===== src/rtl/core/assert_macros.svh =====
// Assertion macros shared by the RTL of the message FIFO bank.
// Requires clk and rst_n in the scope where a macro is used.
`ifndef ASSERT_MACROS_SVH
`define ASSERT_MACROS_SVH

// Same-cycle implication, disabled while in reset.
`define ASSERT_SAME(label, ante, cons, msg) \
    label: assert property (@(posedge clk) disable iff (!rst_n) (ante) |-> (cons)) \
        else $error(msg);

// Next-cycle implication, disabled while in reset.
`define ASSERT_NEXT(label, ante, cons, msg) \
    label: assert property (@(posedge clk) disable iff (!rst_n) (ante) |=> (cons)) \
        else $error(msg);

`endif


===== src/rtl/core/mfb_pkg.sv =====
// Package for the message FIFO bank: item structs, opcode and status codes,
// default sizes. No dependencies.
package mfb_pkg;

    localparam int NUM_QUEUES_DEF  = 8;
    localparam int QUEUE_DEPTH_DEF = 16;
    localparam int WORD_BITS_DEF   = 16;

    localparam int HANDLE_BITS = 4;
    localparam int VALUE_BITS  = 16;

    typedef enum logic [1:0] {
        OP_ALLOC = 2'd0,
        OP_WRITE = 2'd1,
        OP_READ  = 2'd2
    } opcode_t;

    typedef enum logic [1:0] {
        ST_OK         = 2'd0,
        ST_EMPTY      = 2'd1,
        ST_NONE_LEFT  = 2'd2,
        ST_BAD_HANDLE = 2'd3
    } status_t;

    typedef struct packed {
        opcode_t                        opcode;
        logic [HANDLE_BITS-1:0]         queue_handle;
        logic signed [VALUE_BITS-1:0]   write_value;
    } cmd_t;

    typedef struct packed {
        status_t                        status;
        logic [HANDLE_BITS-1:0]         new_handle;
        logic signed [VALUE_BITS-1:0]   read_value;
    } rsp_t;

endpackage


===== src/rtl/core/mfb_ram.sv =====
// Generic single-port-write, single-port-read RAM with registered read data.
// No dependencies.
module mfb_ram #(
    parameter int WIDTH = 16,
    parameter int DEPTH = 128
) (
    input  logic                     clk,
    input  logic                     we,
    input  logic [$clog2(DEPTH)-1:0] waddr,
    input  logic [WIDTH-1:0]         wdata,
    input  logic                     re,
    input  logic [$clog2(DEPTH)-1:0] raddr,
    output logic [WIDTH-1:0]         rdata
);

    logic [WIDTH-1:0] mem [DEPTH];
    logic [WIDTH-1:0] rdata_reg;

    always_ff @(posedge clk)
    begin
        if (we)
        begin
            mem[waddr] <= wdata;
        end
        if (re)
        begin
            rdata_reg <= mem[raddr];
        end
    end

    assign rdata = rdata_reg;

endmodule


===== src/rtl/core/message_fifo_bank.sv =====
// Message FIFO bank top level: command decode, per-queue pointers and counts,
// result register. Depends on mfb_pkg, mfb_ram and assert_macros.svh.
//
// Usage:
//   An item (cmd: opcode, queue_handle, write_value) is taken at a rising edge
//   where start is high and busy is low. busy stays low, so one item can be
//   given every cycle. Allocate returns the next free queue's handle (1 up);
//   write appends a word to the named queue (dropped when full); read pops the
//   oldest word or reports the queue empty.
//   Each item gives exactly one result on rsp, marked by done for one cycle.
//   An item is held in the input register; done and rsp come from the result
//   register and the RAM read register. Throughput is one item per
//   cycle, set by the storage RAM taking one access per cycle with a
//   registered read port.
//   Results come out in item order; the receiver cannot stall them.
//   Reset (rst_n low) frees every queue and clears all counts and pointers.
//   Storage contents are not cleared; no read can reach an unwritten word.
`include "assert_macros.svh"

module message_fifo_bank
    import mfb_pkg::*;
#(
    parameter int NUM_QUEUES  = NUM_QUEUES_DEF,
    parameter int QUEUE_DEPTH = QUEUE_DEPTH_DEF,
    parameter int WORD_BITS   = WORD_BITS_DEF
) (
    input  logic clk,
    input  logic rst_n,
    input  logic start,
    output logic busy,
    input  cmd_t cmd,
    output logic done,
    output rsp_t rsp
);

    localparam int UW   = $clog2(NUM_QUEUES + 1);
    localparam int QW   = (NUM_QUEUES > 1) ? $clog2(NUM_QUEUES) : 1;
    localparam int PW   = $clog2(QUEUE_DEPTH);
    localparam int CW   = $clog2(QUEUE_DEPTH + 1);
    localparam int AW   = $clog2(NUM_QUEUES * QUEUE_DEPTH);
    localparam int CMPW = (UW > HANDLE_BITS) ? UW : HANDLE_BITS;

    // input register
    logic           in_vld_reg;
    cmd_t           in_reg;

    // per-queue state
    logic [CW-1:0]  cnt_reg [NUM_QUEUES];
    logic [PW-1:0]  wp_reg  [NUM_QUEUES];
    logic [PW-1:0]  rp_reg  [NUM_QUEUES];
    logic [UW-1:0]  in_use_reg;
    logic [UW-1:0]  in_use_next;

    // result register
    logic                   out_vld_reg;
    status_t                st_reg;
    status_t                st_next;
    logic [HANDLE_BITS-1:0] nh_reg;
    logic [HANDLE_BITS-1:0] nh_next;
    logic                   hit_reg;
    logic                   hit_next;

    // decode
    logic [QW-1:0]  q;
    logic           handle_ok;
    logic           alloc_ok;
    logic [CW-1:0]  cur_cnt;
    logic [PW-1:0]  cur_wp;
    logic [PW-1:0]  cur_rp;
    logic           upd_en;
    logic [QW-1:0]  upd_idx;
    logic [CW-1:0]  cnt_next;
    logic [PW-1:0]  wp_next;
    logic [PW-1:0]  rp_next;

    // storage
    logic                   ram_we;
    logic                   ram_re;
    logic [AW-1:0]          ram_waddr;
    logic [AW-1:0]          ram_raddr;
    logic [WORD_BITS-1:0]   ram_wdata;
    logic [WORD_BITS-1:0]   ram_rdata;

    assign busy = 1'b0;

    assign q         = QW'(CMPW'(in_reg.queue_handle) - CMPW'(1));
    assign handle_ok = (in_reg.queue_handle != '0)
                    && (CMPW'(in_reg.queue_handle) <= CMPW'(in_use_reg));
    assign alloc_ok  = (in_use_reg < UW'(NUM_QUEUES));
    assign cur_cnt   = cnt_reg[q];
    assign cur_wp    = wp_reg[q];
    assign cur_rp    = rp_reg[q];

    // flat storage address: queue * depth + pointer, below the RAM depth for a valid handle
    assign ram_waddr = AW'(q) * AW'(QUEUE_DEPTH) + AW'(cur_wp);
    assign ram_raddr = AW'(q) * AW'(QUEUE_DEPTH) + AW'(cur_rp);
    assign ram_wdata = WORD_BITS'(in_reg.write_value);

    always_comb
    begin
        in_use_next = in_use_reg;
        st_next     = ST_OK;
        nh_next     = '0;
        hit_next    = 1'b0;
        upd_en      = 1'b0;
        upd_idx     = q;
        cnt_next    = cur_cnt;
        wp_next     = cur_wp;
        rp_next     = cur_rp;
        ram_we      = 1'b0;
        ram_re      = 1'b0;

        if (in_vld_reg)
        begin
            case (in_reg.opcode)
                OP_ALLOC:
                begin
                    if (alloc_ok)
                    begin
                        upd_en      = 1'b1;
                        upd_idx     = QW'(in_use_reg);
                        cnt_next    = '0;
                        wp_next     = '0;
                        rp_next     = '0;
                        in_use_next = in_use_reg + UW'(1);
                        nh_next     = HANDLE_BITS'(in_use_reg + UW'(1));
                    end
                    else
                    begin
                        st_next = ST_NONE_LEFT;
                    end
                end
                OP_WRITE:
                begin
                    if (!handle_ok)
                    begin
                        st_next = ST_BAD_HANDLE;
                    end
                    else if (cur_cnt < CW'(QUEUE_DEPTH))
                    begin
                        // a full queue drops the word but still reports ok
                        ram_we   = 1'b1;
                        upd_en   = 1'b1;
                        cnt_next = cur_cnt + CW'(1);
                        wp_next  = (cur_wp == PW'(QUEUE_DEPTH - 1)) ? '0 : cur_wp + PW'(1);
                    end
                end
                OP_READ:
                begin
                    if (!handle_ok)
                    begin
                        st_next = ST_BAD_HANDLE;
                    end
                    else if (cur_cnt == '0)
                    begin
                        st_next = ST_EMPTY;
                    end
                    else
                    begin
                        ram_re   = 1'b1;
                        hit_next = 1'b1;
                        upd_en   = 1'b1;
                        cnt_next = cur_cnt - CW'(1);
                        rp_next  = (cur_rp == PW'(QUEUE_DEPTH - 1)) ? '0 : cur_rp + PW'(1);
                    end
                end
                default:
                begin
                    st_next = ST_BAD_HANDLE;
                end
            endcase
        end
    end

    always_ff @(posedge clk or negedge rst_n)
    begin
        if (!rst_n)
        begin
            in_vld_reg  <= 1'b0;
            out_vld_reg <= 1'b0;
            in_use_reg  <= '0;
            for (int i = 0; i < NUM_QUEUES; i++)
            begin
                cnt_reg[i] <= '0;
                wp_reg[i]  <= '0;
                rp_reg[i]  <= '0;
            end
        end
        else
        begin
            in_vld_reg  <= start && !busy;
            out_vld_reg <= in_vld_reg;
            in_use_reg  <= in_use_next;
            if (upd_en)
            begin
                cnt_reg[upd_idx] <= cnt_next;
                wp_reg[upd_idx]  <= wp_next;
                rp_reg[upd_idx]  <= rp_next;
            end
        end
    end

    // payload registers
    always_ff @(posedge clk)
    begin
        if (start && !busy)
        begin
            in_reg <= cmd;
        end
        st_reg  <= st_next;
        nh_reg  <= nh_next;
        hit_reg <= hit_next;
    end

    mfb_ram #(
        .WIDTH (WORD_BITS),
        .DEPTH (NUM_QUEUES * QUEUE_DEPTH)
    ) u_storage (
        .clk   (clk),
        .we    (ram_we),
        .waddr (ram_waddr),
        .wdata (ram_wdata),
        .re    (ram_re),
        .raddr (ram_raddr),
        .rdata (ram_rdata)
    );

    assign done            = out_vld_reg;
    assign rsp.status      = st_reg;
    assign rsp.new_handle  = nh_reg;
    assign rsp.read_value  = hit_reg ? VALUE_BITS'($signed(ram_rdata)) : '0;

    `ASSERT_NEXT(a_item_gives_result, in_vld_reg, done, "item gave no result")
    `ASSERT_SAME(a_in_use_bound, 1'b1, in_use_reg <= UW'(NUM_QUEUES), "bank overrun")
    `ASSERT_SAME(a_count_bound, in_vld_reg && handle_ok, cur_cnt <= CW'(QUEUE_DEPTH), "count > depth")
    `ASSERT_SAME(a_value_only_on_pop, done && (rsp.read_value != '0), hit_reg && (rsp.status == ST_OK), "stray read value")

endmodule


===== config.mk =====
export PLATFORM = sky130hd
export DESIGN_NAME = message_fifo_bank
export DESIGN_NICKNAME = d
export VERILOG_FILES = /design/src/rtl/core/mfb_pkg.sv /design/src/rtl/core/mfb_ram.sv /design/src/rtl/core/message_fifo_bank.sv
export VERILOG_INCLUDE_DIRS = /design/src /design/src/rtl/core
export SDC_FILE = /design/constraint.sdc
export NUM_CORES = 2
export LEC_CHECK = 0
export BUFFER_PORTS_ARGS = -buffer_cell sky130_fd_sc_hd__buf_2
export CAP_MARGIN = 20
export CORE_MARGIN = 2
export CORE_UTILIZATION = 55
export DETAILED_ROUTE_END_ITERATION = 8
export PLACE_DENSITY = 0.72
export SLEW_MARGIN = 40
export SYNTH_ARGS = -nofsm -noshare
export SYNTH_HDL_FRONTEND = slang
export SYNTH_SLANG_ARGS = --single-unit

===== constraint.sdc =====
create_clock -name clk -period 7.9 [get_ports clk]
set_input_delay 0.395 -clock clk [delete_from_list [all_inputs] [get_ports clk]]
set_output_delay 0.395 -clock clk [all_outputs]
set_load 0.005 [all_outputs]

== Word-level counts from Yosys, hierarchy flattened ==
Memories as Yosys holds them, arrays and structs flattened. A register that Yosys moved wholly into a read port is not among the register bits.
Cells that the tools add are included.

* Latch bits: 0
* ROM bits: 0
* RAM bits: 2048
* Memories: 1
* Register bits: 139

* Add/subtract/negate cells: 8
* Reductions and logical operators: 6
* Magnitude comparators: 6
* Equality and inequality tests: 4
* Div/mod/pow operators: 0
* Bitwise gates (word level): 2
* Shift operators: 0
* Muxes and demuxes: 57
* Multipliers: 0

{| class="wikitable"
|+ Memories
! name !! depth !! bits a word !! read ports !! clocked after memory_dff !! wr ports !! line !! source
|-
| u_storage.mem || 128 || 16 || 1 || 1 || 1 || mfb_ram.sv:16 || <nowiki>logic [WIDTH-1:0] mem [DEPTH];</nowiki>
|}

{| class="wikitable"
|+ Operator list
! cell !! number
|-
| bitwise mux 32 bit || 2
|-
| 2-to-1 mux 4 bit || 15
|-
| 2-to-1 mux 5 bit || 9
|-
| bitwise mux 40 bit || 1
|-
| binary-select mux 4 bit (select 3 bit) || 2
|-
| 2-to-1 mux 16 bit || 1
|-
| one-hot mux 4 bit (2 select lines) || 2
|-
| binary-select mux 5 bit (select 3 bit) || 1
|-
| demux 5 bit (select 3 bit) || 1
|-
| one-hot mux 5 bit (3 select lines) || 1
|-
| adder 7 x 4 -> 7 bit || 2
|-
| 2-to-1 mux 1 bit || 13
|-
| adder 4 x 1 -> 4 bit (second input constant) || 3
|-
| demux 4 bit (select 3 bit) || 1
|-
| 2-to-1 mux 3 bit || 3
|-
| equality test 4 bit (second input constant) || 2
|-
| >= comparator 4 bit (second input constant) || 2
|-
| inverter 3 -> 4 bit || 2
|-
| 2-to-1 mux 2 bit || 3
|-
| one-hot mux 2 bit (3 select lines) || 1
|-
| adder 5 x 1 -> 5 bit (second input constant) || 1
|-
| logical NOT 5 bit || 1
|-
| < comparator 5 bit (second input constant) || 1
|-
| subtractor 5 x 1 -> 5 bit (second input constant) || 1
|-
| other kinds (11) || 12
|}

== Logic depth before layout (Yosys ltp) ==
* Depth in word-level cells: 12
* Depth in mapped cells: 21
* Gate-level depth less buffers: 13

== Modules after synthesis ==
Synthesis repeated with hierarchy kept, for this count alone.

* Cells, all modules: 3584
* Area, all modules: 85617.1 µm²

{| class="wikitable"
|+ By module, submodules not included
! module !! area each (µm²) !! times used !! cells each
|-
| mfb_ram || 78683.0 || 1 || 3086
|-
| message_fifo_bank || 6934.2 || 1 || 498
|}

== Worst setup path before layout ==
OpenSTA, ideal clock, no wires.

* Kind: reg2reg
* Start: register in_reg[16] (netlist bit)
* End: register rp_reg[12] (netlist bit)
* Slack: 2.286 ns
* Required time: 7.835 ns
* Stages on the path, launching flop included: 18
* Period minus slack after synthesis: 5.614 ns
* Arrival time: 5.549 ns
* Buffers on the path: 6
* Cell sequence: edfxtp_1 -> buf_6 -> buf_4 -> buf_4 -> buf_2 -> inv_1 -> ha_1 -> xor2_2 -> buf_2 -> buf_2 -> mux2i_1 -> ha_1 -> nand3_2 -> nor2_2 -> nor4_1 -> a21oi_1 -> a21oi_2 -> mux2_2

* Longest elaborated chain between the ends: 12

{| class="wikitable"
|+ Ends and longest elaborated chain
! element !! line !! source
|-
| from (decl) || message_fifo_bank.sv:45 || <nowiki>cmd_t in_reg;</nowiki>
|-
| from (signal assigned) || message_fifo_bank.sv:208 || <nowiki>in_reg <= cmd;</nowiki>
|-
| subtractor 3 x 1 -> 3 bit || message_fifo_bank.sv:86 || <nowiki>assign q = QW'(CMPW'(in_reg.queue_handle) - CMPW'(1));</nowiki>
|-
| inverter 3 -> 4 bit (not written as such) || message_fifo_bank.sv:90, message_fifo_bank.sv:92 ||
|-
| binary-select mux 4 bit (select 3 bit) || message_fifo_bank.sv:92 || <nowiki>assign cur_rp = rp_reg[q];</nowiki>
|-
| 2-to-1 mux 4 bit (not written as such) (2 in a row) || message_fifo_bank.sv:92 ||
|-
| adder 4 x 1 -> 4 bit or equality test 4 bit (tied branches) || message_fifo_bank.sv:164 || <nowiki>rp_next = (cur_rp == PW'(QUEUE_DEPTH - 1)) ? '0 : cur_rp + PW'(1);</nowiki>
|-
| 2-to-1 mux 4 bit || message_fifo_bank.sv:164 ||
|-
| 2-to-1 mux 4 bit || message_fifo_bank.sv:154 || <nowiki>else if (cur_cnt == '0)</nowiki>
|-
| 2-to-1 mux 4 bit || message_fifo_bank.sv:150 || <nowiki>if (!handle_ok)</nowiki>
|-
| one-hot mux 4 bit (2 select lines) || message_fifo_bank.sv:115 || <nowiki>case (in_reg.opcode)</nowiki>
|-
| 2-to-1 mux 4 bit || message_fifo_bank.sv:113 || <nowiki>if (in_vld_reg)</nowiki>
|-
| bitwise mux 32 bit || message_fifo_bank.sv:198 || <nowiki>rp_reg[upd_idx] <= rp_next;</nowiki>
|-
| to (signal, indexed assignment) || message_fifo_bank.sv:198 ||
|-
| to (decl) || message_fifo_bank.sv:50 || <nowiki>logic [PW-1:0] rp_reg [NUM_QUEUES];</nowiki>
|}

Parallel ways exist; a longest one is shown, timed or not. The select of a mux whose other input is x is not followed.
A chain may end at the register's enable or synchronous reset.

== Worst setup path after layout ==
* Start: register in_reg[16] (netlist bit)
* End: register u_storage.rdata_reg[5], in the netlist u_storage.rdata[5], read port of u_storage.mem, data pin

* Longest elaborated chain between the ends: 10

{| class="wikitable"
|+ Ends and longest elaborated chain
! element !! line !! source
|-
| subtractor 3 x 1 -> 3 bit || message_fifo_bank.sv:86 ||
|-
| inverter 3 -> 4 bit (not written as such) || message_fifo_bank.sv:90, message_fifo_bank.sv:92 ||
|-
| binary-select mux 5 bit (select 3 bit) || message_fifo_bank.sv:90 || <nowiki>assign cur_cnt = cnt_reg[q];</nowiki>
|-
| 2-to-1 mux 5 bit (not written as such) (2 in a row) || message_fifo_bank.sv:90 ||
|-
| logical NOT 5 bit || message_fifo_bank.sv:154 ||
|-
| 2-to-1 mux 1 bit || message_fifo_bank.sv:154 ||
|-
| 2-to-1 mux 1 bit || message_fifo_bank.sv:150 ||
|-
| 2-to-1 mux 1 bit || message_fifo_bank.sv:115 ||
|-
| 2-to-1 mux 1 bit || - ||
|-
| to (decl) || mfb_ram.sv:17 || <nowiki>logic [WIDTH-1:0] rdata_reg;</nowiki>
|}

Parallel ways exist; a longest one is shown, timed or not. The select of a mux whose other input is x is not followed.

==> results by group <==
Logic synthesis
  – Sequential area share after synthesis: 0.740
  – Asr flop ratio synth: 0.0499
  – Post-Syn Nets: 7088
  – YS warnings: 0
  – Synth Flop Type: edfxtp_1
  – Syn Area/Cell: 12.6 sq um
  – Yosys cell types: 67
  – Post-synth EDFFs: 2086
  – #FFs+latches synth: 2203
  – Synthesized area: 88600 sq um
  – Cell count after synthesis: 7052

GRT
  – Initial antenna violation count: 11
  – Vias in the first global route: 55800
  – First-pass GRT wire length: 371000 um
  – Largest net degree at the start of global routing: 180
  – GR Overflow Total: 0
  – Gr usage total: 0.307

Cells and area
  – Final nets: 7177
  – Area grow syn2layout: 11.9%
  – Largest register FFs: 2048
  – Design Area, Final: 99100 sq um
  – Layout cell share with drive strength beyond 1: 0.104

Critical path
  – CP Data Arrival Time: 6.17 ns
  – Crit Path Category: flip-flop to flip-flop
  – Worst Path Required: 8.62 ns
  – FF-to-FF path depth: 13
  – Worst-path fanout max: 139
  – Critical Path End Type: flip-flop
  – CP startpoint kind: flip-flop

Drt
  – WL final: 254000 um
  – Vias: 59400
  – Via density: 6.27
  – Avg WL per Cell: 26.7 um
  – DRC viols: 0
  – Drt pass-1 iters: 6
  – Remaining antenna violation count: 0
  – DRT iter0 DRCs: 9573

STA
  – Slew headroom: 0.324
  – RSZ-0062 raised after global routing: no
  – Layout Skew: 0.0854 ns
  – Final setup viols: 0
  – Fmax: 0.184 GHz
  – Fin Hold WS: 0.121 ns
  – Setup TNS: 0 ns
  – Minimum clock period: 5.44 ns
  – Least-Margin Pin Slew: 1.01 ns
  – Final Slew Violations: 0
  – Hold violation count in the final report: 0
  – Final period utilization: 0.689

Pwr
  – Share of power burned in the clock network: 0.381
  – Flop pwr share: 0.506
  – P_sw: 6.57 mW
  – Sw frac: 0.254
  – Leakage: 34.6 nW
  – P_int: 19.3 mW
  – VDD IR max: 306 uV
  – Logic gate share of total power: 0.112
  – Pwr Density: 260 nW/um^2

Hold path
  – Hold crit path type: input pin to async pin

CTS
  – Max Root-Sink Buffers: 3
  – CTS tree: done
  – Root Buffer: clkbuf_16
  – Worst-path clk slew: 0.06 ns
  – CTS Sinks: 2203
  – CTS buffer count: 212
  – Post-CTS setup buffers: 0
  – # resized after CTS: 0
  – Clk_lat worst skew: 0.90 ns
  – H-tree levels: 4

Run
  – Max_cap viols: 0

Placement
  – Detailed placer's ending HPWL: 145000 um
  – IO buf count: 47
  – Placer Congestion: 0.914
  – Placed cell area: 92000 sq um

Floorplanning
  – Die Span Y: 405 um
  – Ports: 49
  – Core area: 160000 sq um
  – Chip Width: 405 um
  – Row count: 147
  – Die footprint: 164000 sq um
  – Initial core utilization: 0.553

Run status
  – Status: complete, no violations
-- path summary, 6_finish.rpt --
| check | end | startpoint | slack, ns |
|---|---|---|---|
| setup / recovery | u_storage.rdata[5] | in_reg[16] | 2.46 |
| hold / removal | wp_reg[6] | rst_n | 0.12 |
| setup reg to reg | u_storage.rdata[5] | in_reg[16] | 2.46 |
| hold reg to reg | wp_reg[1] | wp_reg[1] | 0.48 |
| max in group asynchronous | cnt_reg[32] | rst_n | 6.54 |
| min in group clk | ram_wdata[14] | cmd[14] | 0.21 |
-- stage by stage --
stage / worst slack [ns] / power (mW) / instances / util
2_1_floorplan: 2.29 / 15.3 / 7052 / -
3_3_place_gp: 2.32 / 16.0 / 9056 / 0.573
3_5_place_dp: 2.66 / 16.1 / 9061 / 0.574
4_1_cts: 2.61 / 25.8 / 9477 / 0.618
5_1_grt: 2.37 / 26.6 / 9479 / 0.619
6_report: 2.46 / 25.8 / 9483 / 0.619
-- area by class of cell --
type                       count  area [sq um]
inverter                      17          83.8
clock inverter               121          1180
sequential                  2203         65500
fill                       11800         61100
timing repair buffer         325          2710
tap                         2160          2700
antenna                        4          10.0
clock buffer                 271          5590
multi-input combinational   4382         21300
-- power by group through the flow --
stage / Clock, mW / Combinational [mW] / Sequential, mW
6_report: 9.84 / 2.90 / 13.1
2_1_floorplan: 0 / 1.85 / 13.4
5_1_grt: 10.4 / 3.15 / 13.1
3_5_place_dp: 0 / 2.82 / 13.3
3_3_place_gp: 0 / 2.73 / 13.3
4_1_cts: 9.89 / 2.85 / 13.1
-- layout by cell type (no fill, tap or decap), types with 38 or more instances in the layout --
| master | count |
|---|---|
| nor2_1 | 155 |
| dfrtp_1 | 110 |
| nand4_1 | 38 |
| nor4_1 | 42 |
| nand3_1 | 1471 |
| nand2_1 | 2050 |
| clkinv_1 | 59 |
| buf_2 | 46 |
| a21oi_1 | 253 |
| mux2_2 | 78 |
| mux2i_1 | 40 |
| buf_4 | 223 |
| clkbuf_1 | 53 |
| edfxtp_1 | 2086 |
| clkbuf_16 | 212 |
-- critical path, stage by stage (launching register included) --
cell and delay [ns]:
edfxtp_1 0.40, inv_1 0.26, ha_1 0.38, xor2_4 0.36, buf_4 0.38, mux4_4 0.65
inv_12 0.54, buf_12 0.45, nand2_1 0.13, nand3_1 0.11, nand3_1 0.08, a21oi_1 0.74
nor4_1 0.29, nand4_1 0.18
-- cells by family after synthesis --
logic type               after synthesis  share of synthesized area
XOR/XNOR                               7                   0.000777
AO/OA/AOI/OAI                        333                     0.0210
flip-flops                          2203                      0.740
AND/OR/NAND/NOR                     3864                      0.190
adder cells (fa/ha/maj)               11                    0.00155
buffers and inverters                467                     0.0226
other                                  1                  0.0000423
multiplexers                         166                     0.0241
-- cells in the mapped netlist, types with 3 or more instances --
master    number  area, sq um
a21oi_1      256         1280
a31oi_1       15         93.8
a32oi_1       14          123
and2_1        22          138
buf_1         46          173
buf_2        131          656
buf_4         16          120
buf_6          3         33.8
clkbuf_1     254          953
dfrtp_1      110         2750
dfxtp_1        7          140
edfxtp_1    2086        62600
ha_1          11          138
inv_1         14         52.6
mux2_1        17          191
mux2_2        78          878
mux2i_1       42          420
mux4_2        28          631
nand2_1     2054         7710
nand2b_1       5         31.3
nand3_1     1472         7370
nand4_1       38          238
nor2_1       163          612
nor2_2         3         18.8
nor2b_1        3         18.8
nor3_1        14         70.1
nor4_1        65          407
nor4_4         4         85.1
o211ai_1       4         30.0
o21a_1         3         22.5
o21ai_0        8         40.0
o22ai_1        9         56.3
or2_2          4         25.0
xnor2_1        4         35.0
-- routing by layer --
metal | vias up | global-route usage | routed length [um]
li1 | 25600 | - | -
met1 | 29300 | 0.423 | 94100
met2 | 3868 | 0.467 | 116000
met3 | 572 | 0.0694 | 30700
met4 | 6 | 0.146 | 12900
met5 | - | 0 | 34
-- timing repair --
action | CTS | global route
setup endpoints to repair | 0 | 0
hold endpoints to repair | 76 | 0
hold buffers | 24 | 0
No activity file was read; power rests on OpenSTA's default activity.
